<file path="src/rtl/vertex_transform_cull_defines.svh">
// ---------------------------------------------------------------------------
// Vertex transform and cull assertion macros
// Shared assertion helpers for the vertex transform and cull block.
// ---------------------------------------------------------------------------
`ifndef VERTEX_TRANSFORM_CULL_DEFINES_SVH
`define VERTEX_TRANSFORM_CULL_DEFINES_SVH

`ifndef SYNTHESIS
// Same-cycle implication, checked on every rising edge outside reset.
`define VTC_ASSERT_IMP(lbl, ante, cons, msg) \
  lbl: assert property (@(posedge clk) disable iff (!rst_n) (ante) |-> (cons)) else $error(msg);
// Next-cycle implication.
`define VTC_ASSERT_NXT(lbl, ante, cons, msg) \
  lbl: assert property (@(posedge clk) disable iff (!rst_n) (ante) |=> (cons)) else $error(msg);
`else
`define VTC_ASSERT_IMP(lbl, ante, cons, msg)
`define VTC_ASSERT_NXT(lbl, ante, cons, msg)
`endif

`endif

</file>
<file path="src/rtl/vtc_pkg.sv">
// ---------------------------------------------------------------------------
// Vertex transform and cull package
// Widths, register indexes, reset values and the saturation helper.
// ---------------------------------------------------------------------------
`default_nettype none

package vtc_pkg;

  localparam int COORD_W = 32;
  localparam int TEX_W   = 16;
  localparam int LANE_W  = 16;
  localparam int ROW_W   = 4 * LANE_W;
  localparam int MUL_W   = 34;
  localparam int PROD_W  = 2 * MUL_W;
  localparam int ACC_W   = 52;
  localparam int FRAC_SH = 12;
  localparam int CLIP_W  = ACC_W - FRAC_SH;
  localparam int DVD_W   = CLIP_W + 16;
  localparam int CNT_W   = $clog2(DVD_W + 1);
  localparam int CFG_IDX_W = 3;

  localparam logic [CFG_IDX_W-1:0] CFG_ROW0   = 3'd0;
  localparam logic [CFG_IDX_W-1:0] CFG_ROW1   = 3'd1;
  localparam logic [CFG_IDX_W-1:0] CFG_ROW2   = 3'd2;
  localparam logic [CFG_IDX_W-1:0] CFG_ROW3   = 3'd3;
  localparam logic [CFG_IDX_W-1:0] CFG_HALF_W = 3'd4;
  localparam logic [CFG_IDX_W-1:0] CFG_HALF_H = 3'd5;

  localparam logic [ROW_W-1:0] ROW0_RST = 64'h0000_0000_0000_1000;
  localparam logic [ROW_W-1:0] ROW1_RST = 64'h0000_0000_1000_0000;
  localparam logic [ROW_W-1:0] ROW2_RST = 64'h0000_1000_0000_0000;
  localparam logic [ROW_W-1:0] ROW3_RST = 64'h1000_0000_0000_0000;

  // 1.0 in Q16.16.
  localparam logic [MUL_W-1:0] ONE_Q16 = 34'd65536;

  // Apply a sign to a magnitude and clamp to the signed 32-bit range.
  function automatic logic [COORD_W-1:0] sat_mag(input logic neg,
                                                 input logic [DVD_W-1:0] mag);
    logic [COORD_W-1:0] res;
    if (neg) begin
      if (mag > DVD_W'(64'h8000_0000)) res = 32'h8000_0000;
      else res = ~mag[COORD_W-1:0] + 32'd1;
    end else begin
      if (mag > DVD_W'(64'h7FFF_FFFF)) res = 32'h7FFF_FFFF;
      else res = mag[COORD_W-1:0];
    end
    return res;
  endfunction

endpackage

`default_nettype wire

</file>
<file path="src/rtl/vtc_mul.sv">
// ---------------------------------------------------------------------------
// Shared multiplier
// Signed multiplier with a registered product, used for every product.
// ---------------------------------------------------------------------------
`default_nettype none

module vtc_mul (
  input  wire logic                                clk,
  input  wire logic signed [vtc_pkg::MUL_W-1:0]    a,
  input  wire logic signed [vtc_pkg::MUL_W-1:0]    b,
  output logic      signed [vtc_pkg::PROD_W-1:0]   prod_r
);

  always_ff @(posedge clk) begin
    prod_r <= a * b;
  end

endmodule

`default_nettype wire

</file>
<file path="config.mk">
export PLATFORM = sky130hd
export DESIGN_NAME = vtc_mul
export DESIGN_NICKNAME = d
export VERILOG_FILES = /design/src/rtl/vertex_transform_cull_defines.svh /design/src/rtl/vtc_pkg.sv /design/src/rtl/vtc_mul.sv
export SDC_FILE = /design/constraint.sdc
export NUM_CORES = 2
export LEC_CHECK = 0
export BUFFER_PORTS_ARGS = -buffer_cell sky130_fd_sc_hd__buf_2
export CAP_MARGIN = 20
export CORE_MARGIN = 2
export CORE_UTILIZATION = 58
export DETAILED_ROUTE_END_ITERATION = 12
export PLACE_DENSITY = 0.87
export SYNTH_ARGS = -nofsm -noshare
export SYNTH_HDL_FRONTEND = slang
export SYNTH_SLANG_ARGS = --single-unit
</file>
<file path="constraint.sdc">
create_clock -name clk -period 12.1 [get_ports clk]
set_input_delay 2.42 -clock clk [delete_from_list [all_inputs] [get_ports clk]]
set_output_delay 2.42 -clock clk [all_outputs]
set_load 0.02 [all_outputs]
</file>
==> impl_metrics.env <==
export IMPL_status="completed"
export IMPL_hold_end="prod_r[0]"
export IMPL_fmax_mhz=95.61
export IMPL_portBuffers=136
export IMPL_grt_usage=0.3115
export IMPL_drc=0
export IMPL_synth_area_leader_cell="fa_1"
export IMPL_startpoint_type="primary input"
export IMPL_fin_nets=6000
export IMPL_max_stage_delay_ns=0.90
export IMPL_hp_class="in -> reg"
export IMPL_ys_ff_latch=68
export IMPL_syn_avg_cell_area_um2=9.448
export IMPL_cp_end_kind="flop"
export IMPL_rows=99
export IMPL_path_cells="buf_2, nand2_1, fa_1, fa_1, inv_1, fa_1, inv_1, fa_1, fa_1, fa_1, fa_1, fa_1, inv_1, ha_1, nand3_1, or2_2, nor2_1, a221oi_1, o21ai_0, a31oi_2, nor2_2, o41ai_2, xnor2_1"
export IMPL_overflow=0
export IMPL_dp_cells=5434
export IMPL_final_common_cell="fa_1"
export IMPL_largest_register="prod_r"
export IMPL_ys_top_cells_by_area="fa_1, inv_1, and2_1"
export IMPL_place_area_mm2=0.04410
export IMPL_initial_core_util=0.5878
export IMPL_postLayoutCellArea_mm2=0.04441
export IMPL_syn_nets=6068
export IMPL_cp_max_fo=34
export IMPL_clockBufferDepth=2
export IMPL_hold_viol=0
export IMPL_min_from="b[0]"
export IMPL_crit_required_ns=12.44
export IMPL_postCtsSetupBuffers=0
export IMPL_cts_buffers=9
export IMPL_place_hpwl_mm=87.90
export IMPL_first_global_vias=35320
export IMPL_fin_crit_ns=10.46
export IMPL_die_h_um=276.4
export IMPL_drt_iter0_drc=2572
export IMPL_cp_slowest_cell="fa_1"
export IMPL_final_cell_mix="fa_1, inv_1, and2_1, nand2_1, ha_1"
export IMPL_synth_top_area_share=0.5774
export IMPL_path_common_cell="fa_1"
export IMPL_grt_max_degree=35
export IMPL_worst_pin_slew_ns=1.082
export IMPL_fin_cells=5454
export IMPL_routed_wl_mm=111.6
export IMPL_clkTransAtPathRegs_ns=0.07
export IMPL_slew_headroom=0.2788
export IMPL_netlist_area_mm2=0.04303
export IMPL_cts_tree="done"
export IMPL_core_area_mm2=0.07321
export IMPL_ys_seq_area_frac=0.03164
export IMPL_top_regs="prod_r: 68 flops"
export IMPL_synthDistinctLibCells=69
export IMPL_wire_per_inst_um=20.46
export IMPL_clkSinkCount=68
export IMPL_critical_path_class="in -> reg"
export IMPL_ant_nets=0
export IMPL_synth_warnings=0
export IMPL_vias=30680
export IMPL_cts_resized=0
export IMPL_synth_ff_type="dfxtp_1"
export IMPL_critPathBufInv=4
export IMPL_setup_violations=0
export IMPL_ys_async_sr_fraction=0
export IMPL_min_path_cells=2
export IMPL_arrival_ns=10.80
export IMPL_synth_edff_count=0
export IMPL_setup_tns_ns=0
export IMPL_min_period_over_period=0.8644
export IMPL_die_area_mm2=0.07638
export IMPL_cts_root_buf="clkbuf_16"
export IMPL_htree_levels=3
export IMPL_max_cap_violations=0
export IMPL_antenna_found_initial=12
export IMPL_slew_viol_final=0
export IMPL_areaGrowthSynthToFinish_pct=3.210
export IMPL_ios=137
export IMPL_path_delay_family="adder cells"
export IMPL_die_x_um=276.4
export IMPL_ctsHoldBuffers=0
export IMPL_synth_cells=4554
export IMPL_drive_gt1_frac=0.04364
export IMPL_rsz0062_at_grt="false"
export IMPL_gp_congestion=0.9387
export IMPL_grt_first_pass_wirelength_mm=185.0
export IMPL_viasPerCell=5.624
export IMPL_dr_pass1_iters=6
export IMPL_largest_register_ffs=68
==> per-stage QoR <==
| step | util | worst slack, ns | hold slack (ns) |
|---|---|---|---|
| 2_1_floorplan | - | 2.190 | 2.547 |
| 3_3_place_gp | 0.6025 | 1.478 | 2.835 |
| 3_5_place_dp | 0.6025 | 1.350 | 2.834 |
| 4_1_cts | 0.6065 | 1.734 | 2.631 |
| 5_1_grt | 0.6066 | 1.238 | 2.661 |
| 6_report | 0.6066 | 1.640 | 2.657 |
==> cell type report <==
| class | count | area (um2) |
|---|---|---|
| Tap cell | 959 | 1200 |
| Multi-Input combinational cell | 3026 | 36140 |
| Inverter | 1232 | 4624 |
| Timing Repair Buffer | 149 | 778.2 |
| Clock buffer | 10 | 229.0 |
| Fill cell | 5715 | 28800 |
| Antenna cell | 4 | 10.01 |
| Sequential cell | 68 | 1361 |
| Clock inverter | 6 | 65.06 |
==> cell families after synthesis <==
group | after synthesis | synth area share
AO/OA/AOI/OAI | 206 | 0.03347
XOR/XNOR | 79 | 0.01608
adder cells (fa/ha/maj) | 1445 | 0.6367
buffers and inverters | 1460 | 0.1284
flip-flops | 68 | 0.03164
AND/OR/NAND/NOR | 1296 | 0.1537
==> per-layer routing <==
layer | global-route usage | up-vias | wire (um) | part of all wire
li1 | - | 12650 | - | -
met1 | 0.3883 | 15760 | 39550 | 0.35
met2 | 0.5171 | 1820 | 54320 | 0.49
met3 | 0.06887 | 432 | 11800 | 0.11
met4 | 0.1516 | 20 | 5766 | 0.052
met5 | 0 | - | 124 | 0.0011
==> cell usage after synthesis (all sizes together), types with 12 or more instances <==
cell,instances
dfxtp,68
clkbuf,217
o21ai,41
fa,1241
a21oi,63
a21o,37
nand2,542
ha,204
xnor2,56
xor2,23
o21bai,12
nand2b,20
inv,1231
and2,623
nor2,56
==> worst max-delay path by stage <==
stage	startpoint	end	slack, ns	cells past startpoint
6_report	b[10]	prod_r[65]	1.64	23
3_5_place_dp	b[10]	prod_r[65]	1.35	23
2_1_floorplan	a[33]	prod_r[65]	2.19	24
3_3_place_gp	b[8]	prod_r[66]	1.48	23
4_1_cts	b[8]	prod_r[65]	1.73	25
5_1_grt	b[8]	prod_r[67]	1.24	25
Power is left out: the tool's default activity adds up to more than one toggle a clock period on the data nets, which glitch-free logic cannot reach.
