`config.mk`:
```
export PLATFORM = sky130hd
export DESIGN_NAME = vtc_div
export DESIGN_NICKNAME = d
export VERILOG_FILES = /design/src/rtl/vertex_transform_cull_defines.svh /design/src/rtl/vtc_pkg.sv /design/src/rtl/vtc_div.sv
export SDC_FILE = /design/constraint.sdc
export NUM_CORES = 1
export LEC_CHECK = 0
export BUFFER_PORTS_ARGS = -buffer_cell sky130_fd_sc_hd__buf_2
export CAP_MARGIN = 20
export CORE_MARGIN = 2
export CORE_UTILIZATION = 56
export CTS_CLUSTER_SIZE = 14
export DETAILED_ROUTE_END_ITERATION = 8
export PLACE_DENSITY = 0.8
export REMOVE_ABC_BUFFERS = 1
export SYNTH_ARGS = -nofsm -noshare
export SYNTH_HDL_FRONTEND = slang
export SYNTH_SLANG_ARGS = --single-unit
```
`constraint.sdc`:
```
create_clock -name clk -period 4.09 [get_ports clk]
set_input_delay 0 -clock clk [delete_from_list [all_inputs] [get_ports clk]]
set_output_delay 0 -clock clk [all_outputs]
set_load 0.02 [all_outputs]
```
`src/rtl/vertex_transform_cull_defines.svh`:
```
// ---------------------------------------------------------------------------
// Vertex transform and cull assertion macros
// Shared assertion helpers for the vertex transform and cull block.
// ---------------------------------------------------------------------------
`ifndef VERTEX_TRANSFORM_CULL_DEFINES_SVH
`define VERTEX_TRANSFORM_CULL_DEFINES_SVH

`ifndef SYNTHESIS
// Same-cycle implication, checked on every rising edge outside reset.
`define VTC_ASSERT_IMP(lbl, ante, cons, msg) \
  lbl: assert property (@(posedge clk) disable iff (!rst_n) (ante) |-> (cons)) else $error(msg);
// Next-cycle implication.
`define VTC_ASSERT_NXT(lbl, ante, cons, msg) \
  lbl: assert property (@(posedge clk) disable iff (!rst_n) (ante) |=> (cons)) else $error(msg);
`else
`define VTC_ASSERT_IMP(lbl, ante, cons, msg)
`define VTC_ASSERT_NXT(lbl, ante, cons, msg)
`endif

`endif

```
`src/rtl/vtc_pkg.sv`:
```
// ---------------------------------------------------------------------------
// Vertex transform and cull package
// Widths, register indexes, reset values and the saturation helper.
// ---------------------------------------------------------------------------
`default_nettype none

package vtc_pkg;

  localparam int COORD_W = 32;
  localparam int TEX_W   = 16;
  localparam int LANE_W  = 16;
  localparam int ROW_W   = 4 * LANE_W;
  localparam int MUL_W   = 34;
  localparam int PROD_W  = 2 * MUL_W;
  localparam int ACC_W   = 52;
  localparam int FRAC_SH = 12;
  localparam int CLIP_W  = ACC_W - FRAC_SH;
  localparam int DVD_W   = CLIP_W + 16;
  localparam int CNT_W   = $clog2(DVD_W + 1);
  localparam int CFG_IDX_W = 3;

  localparam logic [CFG_IDX_W-1:0] CFG_ROW0   = 3'd0;
  localparam logic [CFG_IDX_W-1:0] CFG_ROW1   = 3'd1;
  localparam logic [CFG_IDX_W-1:0] CFG_ROW2   = 3'd2;
  localparam logic [CFG_IDX_W-1:0] CFG_ROW3   = 3'd3;
  localparam logic [CFG_IDX_W-1:0] CFG_HALF_W = 3'd4;
  localparam logic [CFG_IDX_W-1:0] CFG_HALF_H = 3'd5;

  localparam logic [ROW_W-1:0] ROW0_RST = 64'h0000_0000_0000_1000;
  localparam logic [ROW_W-1:0] ROW1_RST = 64'h0000_0000_1000_0000;
  localparam logic [ROW_W-1:0] ROW2_RST = 64'h0000_1000_0000_0000;
  localparam logic [ROW_W-1:0] ROW3_RST = 64'h1000_0000_0000_0000;

  // 1.0 in Q16.16.
  localparam logic [MUL_W-1:0] ONE_Q16 = 34'd65536;

  // Apply a sign to a magnitude and clamp to the signed 32-bit range.
  function automatic logic [COORD_W-1:0] sat_mag(input logic neg,
                                                 input logic [DVD_W-1:0] mag);
    logic [COORD_W-1:0] res;
    if (neg) begin
      if (mag > DVD_W'(64'h8000_0000)) res = 32'h8000_0000;
      else res = ~mag[COORD_W-1:0] + 32'd1;
    end else begin
      if (mag > DVD_W'(64'h7FFF_FFFF)) res = 32'h7FFF_FFFF;
      else res = mag[COORD_W-1:0];
    end
    return res;
  endfunction

endpackage

`default_nettype wire

```
`src/rtl/vtc_div.sv`:
```
// ---------------------------------------------------------------------------
// Iterative divider
// Computes (num * 2^16) / den truncated toward zero, one bit per cycle,
// and saturates the quotient to the signed 32-bit range.
// ---------------------------------------------------------------------------
`default_nettype none

module vtc_div (
  input  wire logic                                 clk,
  input  wire logic                                 rst_n,
  input  wire logic                                 start,
  input  wire logic signed [vtc_pkg::CLIP_W-1:0]    num,
  input  wire logic signed [vtc_pkg::CLIP_W-1:0]    den,
  output logic                                      done_r,
  output logic             [vtc_pkg::COORD_W-1:0]   quo
);

  localparam int CW = vtc_pkg::CLIP_W;
  localparam int DW = vtc_pkg::DVD_W;

  logic [DW-1:0]               dvd_r, dvd_nxt;
  logic [CW-1:0]               dsr_r, rem_r, rem_nxt;
  logic [vtc_pkg::CNT_W-1:0]   cnt_r, cnt_nxt;
  logic                        busy_r, busy_nxt, done_nxt, neg_r, neg_nxt;
  logic [CW-1:0]               num_mag, den_mag;
  logic [CW:0]                 rem_sh, diff;
  logic                        ge;

  assign num_mag = num[CW-1] ? (~num + CW'(1)) : num;
  assign den_mag = den[CW-1] ? (~den + CW'(1)) : den;
  assign rem_sh  = {rem_r, dvd_r[DW-1]};
  assign diff    = rem_sh - {1'b0, dsr_r};
  assign ge      = rem_sh >= {1'b0, dsr_r};

  always_comb begin
    dvd_nxt  = dvd_r;
    rem_nxt  = rem_r;
    cnt_nxt  = cnt_r;
    busy_nxt = busy_r;
    neg_nxt  = neg_r;
    done_nxt = 1'b0;
    if (start) begin
      dvd_nxt  = {num_mag, 16'h0000};
      rem_nxt  = '0;
      cnt_nxt  = vtc_pkg::CNT_W'(DW);
      neg_nxt  = num[CW-1] ^ den[CW-1];
      busy_nxt = 1'b1;
    end else if (busy_r) begin
      // Quotient bits shift into the bottom of the dividend register.
      rem_nxt = ge ? diff[CW-1:0] : rem_sh[CW-1:0];
      dvd_nxt = {dvd_r[DW-2:0], ge};
      cnt_nxt = cnt_r - vtc_pkg::CNT_W'(1);
      if (cnt_r == vtc_pkg::CNT_W'(1)) begin
        busy_nxt = 1'b0;
        done_nxt = 1'b1;
      end
    end
  end

  always_ff @(posedge clk) begin
    if (!rst_n) begin
      busy_r <= 1'b0;
      done_r <= 1'b0;
    end else begin
      busy_r <= busy_nxt;
      done_r <= done_nxt;
    end
    dvd_r <= dvd_nxt;
    rem_r <= rem_nxt;
    cnt_r <= cnt_nxt;
    neg_r <= neg_nxt;
  end

  always_ff @(posedge clk) begin
    dsr_r <= start ? den_mag : dsr_r;
  end

  assign quo = vtc_pkg::sat_mag(neg_r, dvd_r);

endmodule

`default_nettype wire

```
==> reports/qor.csv <==
metric;value;unit
yosysWarnings;0;
row_count;49;
vias;9804;
ir_drop;0.0002857;V
drt_wl_total;27560;um
dieArea;19670;um^2
cts_tree;yes;
period_minus_slack;4.067;ns
antenna_found_initial;0;
antenna_cells;0;
finalCritPeriodShare;99.43;%
final_hold_viol_count;0;
cp_slowest_cell;or4_4;
stdcell_area;12590;um^2
required;4.09;ns
nets;1490;
r2r-start;dsr_r[16];
max-slew-margin-rel;3.036;%
clock_latency;0.44;ns
cp_cell_sequence;inv_2 -> ha_4 -> or3b_4 -> or4_4 -> or2_4 -> or4_4 -> o31ai_4 -> nand2_4 -> inv_6 -> nand2_4 -> o311ai_1 -> buf_2;
synth_top_area_share;23.40;%
end_kind;primary output;
cts_root_buf;clkbuf_16;
place_hpwl;18300;um
die_w;140.3;um
clk_path_buf_depth;2;
grt_usage;27.55;%
overflow;0;
io_buffers;115;
slew_viol_final;0;
p_total;0.004596;W
synth_most_common_cell;nand2_1;
grt_pass1_vias;9270;
ys_async_sr_fraction;0;%
clk_pin_slew;0.06;ns
syn_avg_cell_area;8.599;um^2
fmax;0.2459;GHz
coreArea;18090;um^2
drc_errors;0;
yosysSeqAreaShare;35.72;%
routabilityCongestion;0.9058;
initial_core_util;57.48;%
p_leak;5.081;nW
synth.largest_area_cell;edfxtp_1;
clkSinkCount;145;
synth-edff-count;81;
startpoint;dvd_r[0];
syn-cell-area;10400;um^2
drt-initial-drc-count;755;
arrival;4.07;ns
drv_cap;0;
htreeDepth;4;
grt_pass1_wl;44510;um
outcome;complete, no violations;
p_per_area;365.0;nW/um^2
path_class;register to primary output;
die_h;140.3;um
ioPinCount;116;
r2r-end;rem_r[38];
start_kind;register;
skew;0.01473;ns
setup_viol;0;
synth-seq-cells;145;
synth_cell_types;67;
ff2ff_path_depth;14;
yosys_most_used_dff;edfxtp_1;
via_per_inst;6.116;
syn_inst;1209;
place_area;11140;um^2
wl_per_cell;17.20;um
drtPass1Iterations;8;
rrSetupSlack;0.29;ns
crit_path_max_incr_delay;0.56;ns
drive_gt1_share;15.94;%
crit_fanout;12;
area_growth;21.13;%
worst-slew-pin-transition;1.454;ns
crit_end;quo[6];
hold_path.class;primary input to register;
postRouteAntennaNets;0;
cts_made_buffers;17;
synthTopCellsByArea;edfxtp_1 (23%), dfxtp_1 (12%), xnor2_1 (7.2%);
synthTopCellsByCount;nand2_1 (118), nor2_1 (108), xnor2_1 (85);
grt_max_degree;71;
-- critical path: cells and delay by family, from the launching register on --
family | cells | cell delay, ns
simple gates | 6 | 2.06
flops | 1 | 0.36
compound gates | 2 | 0.61
buf+inv | 3 | 0.46
fa+ha+maj | 1 | 0.14
-- sequential cells by signal, indices dropped and copies added, names as in the netlist --
name / cells
dsr_r: 40
rem_r: 40
done_r: 1
neg_r: 1
busy_r: 1
cnt_r: 6
dvd_r: 56
-- layout by cell type, fill, tap and decap left out, drive strengths merged, types with 56 or more instances in the layout --
cell type	count
buf	135
nand2	121
nor2	108
inv	87
xnor2	85
edfxtp	81
o21ai	78
a21oi	71
dfxtp	64
dlygate4sd3	56
-- repair_timing --
action / CTS / global route
buffers inserted: 1 / 5
setup endpoints to repair: 6 / 25
hold endpoints to repair: 68 / 0
pin swaps: 1 / 10
hold buffers: 56 / 0
cloned: 0 / 3
resized for setup: 4 / 39
-- area by class of cell --
cell class	instances	area [um^2]
Clock buffer	19	454.2
Clock inverter	13	115.1
Fill cell	1347	5493
Inverter	78	300.3
Multi-Input combinational cell	926	6336
Sequential cell	145	3725
Tap cell	229	286.5
Timing Repair Buffer	193	1376
-- per-stage QoR --
stage	util (%)	setup slack (ns)	setup TNS (ns)	instances	hold slack, ns
global route	69.63	-0.09399	-0.1950	1603	0.01618
global placement	61.61	0.4006	0	1506	0.2294
detailed placement	61.61	0.3576	0	1506	0.2354
finish	69.63	0.02330	0	1603	0.001149
floorplan	-	-1.609	-58.93	1148	0.06907
CTS	68.05	0.002411	0	1595	0.002697
-- cells by family after synthesis --
| logic type | Yosys count | synth area share (%) |
|---|---|---|
| mux | 21 | 2.034 |
| compound gates | 358 | 23.70 |
| buf+inv | 139 | 5.283 |
| simple gates | 384 | 17.88 |
| fa+ha+maj | 46 | 5.608 |
| xor+xnor | 116 | 9.772 |
| flops | 145 | 35.72 |
-- power by group --
group	internal, W	switching, W	leakage [nW]
sequential	0.00169	0.000110	1.35
clock	0.000835	0.000682	0.277
combinational	0.000550	0.000730	3.46
-- worst min path at each step --
stage,from,to,slack (ns),depth (start not counted)
after global routing,num[29],dvd_r[45],0.02,3
after global placement,den[0],dsr_r[0],0.23,1
after detailed placement,den[0],dsr_r[0],0.24,1
after CTS,num[11],dvd_r[27],0.003,3
after floorplan,start,cnt_r[0],0.07,1
final,num[29],dvd_r[45],0.001,3
-- layer usage --
layer  up-vias  part of all wire (%)  GRT usage [%]
li1       4762                     -              -
met5         -                     0              0
met4         0                   3.1          11.16
met3        80                   6.5          4.479
met2       401                    49          47.50
met1      4561                    42          34.55
(Power assumes the default switching activity.)
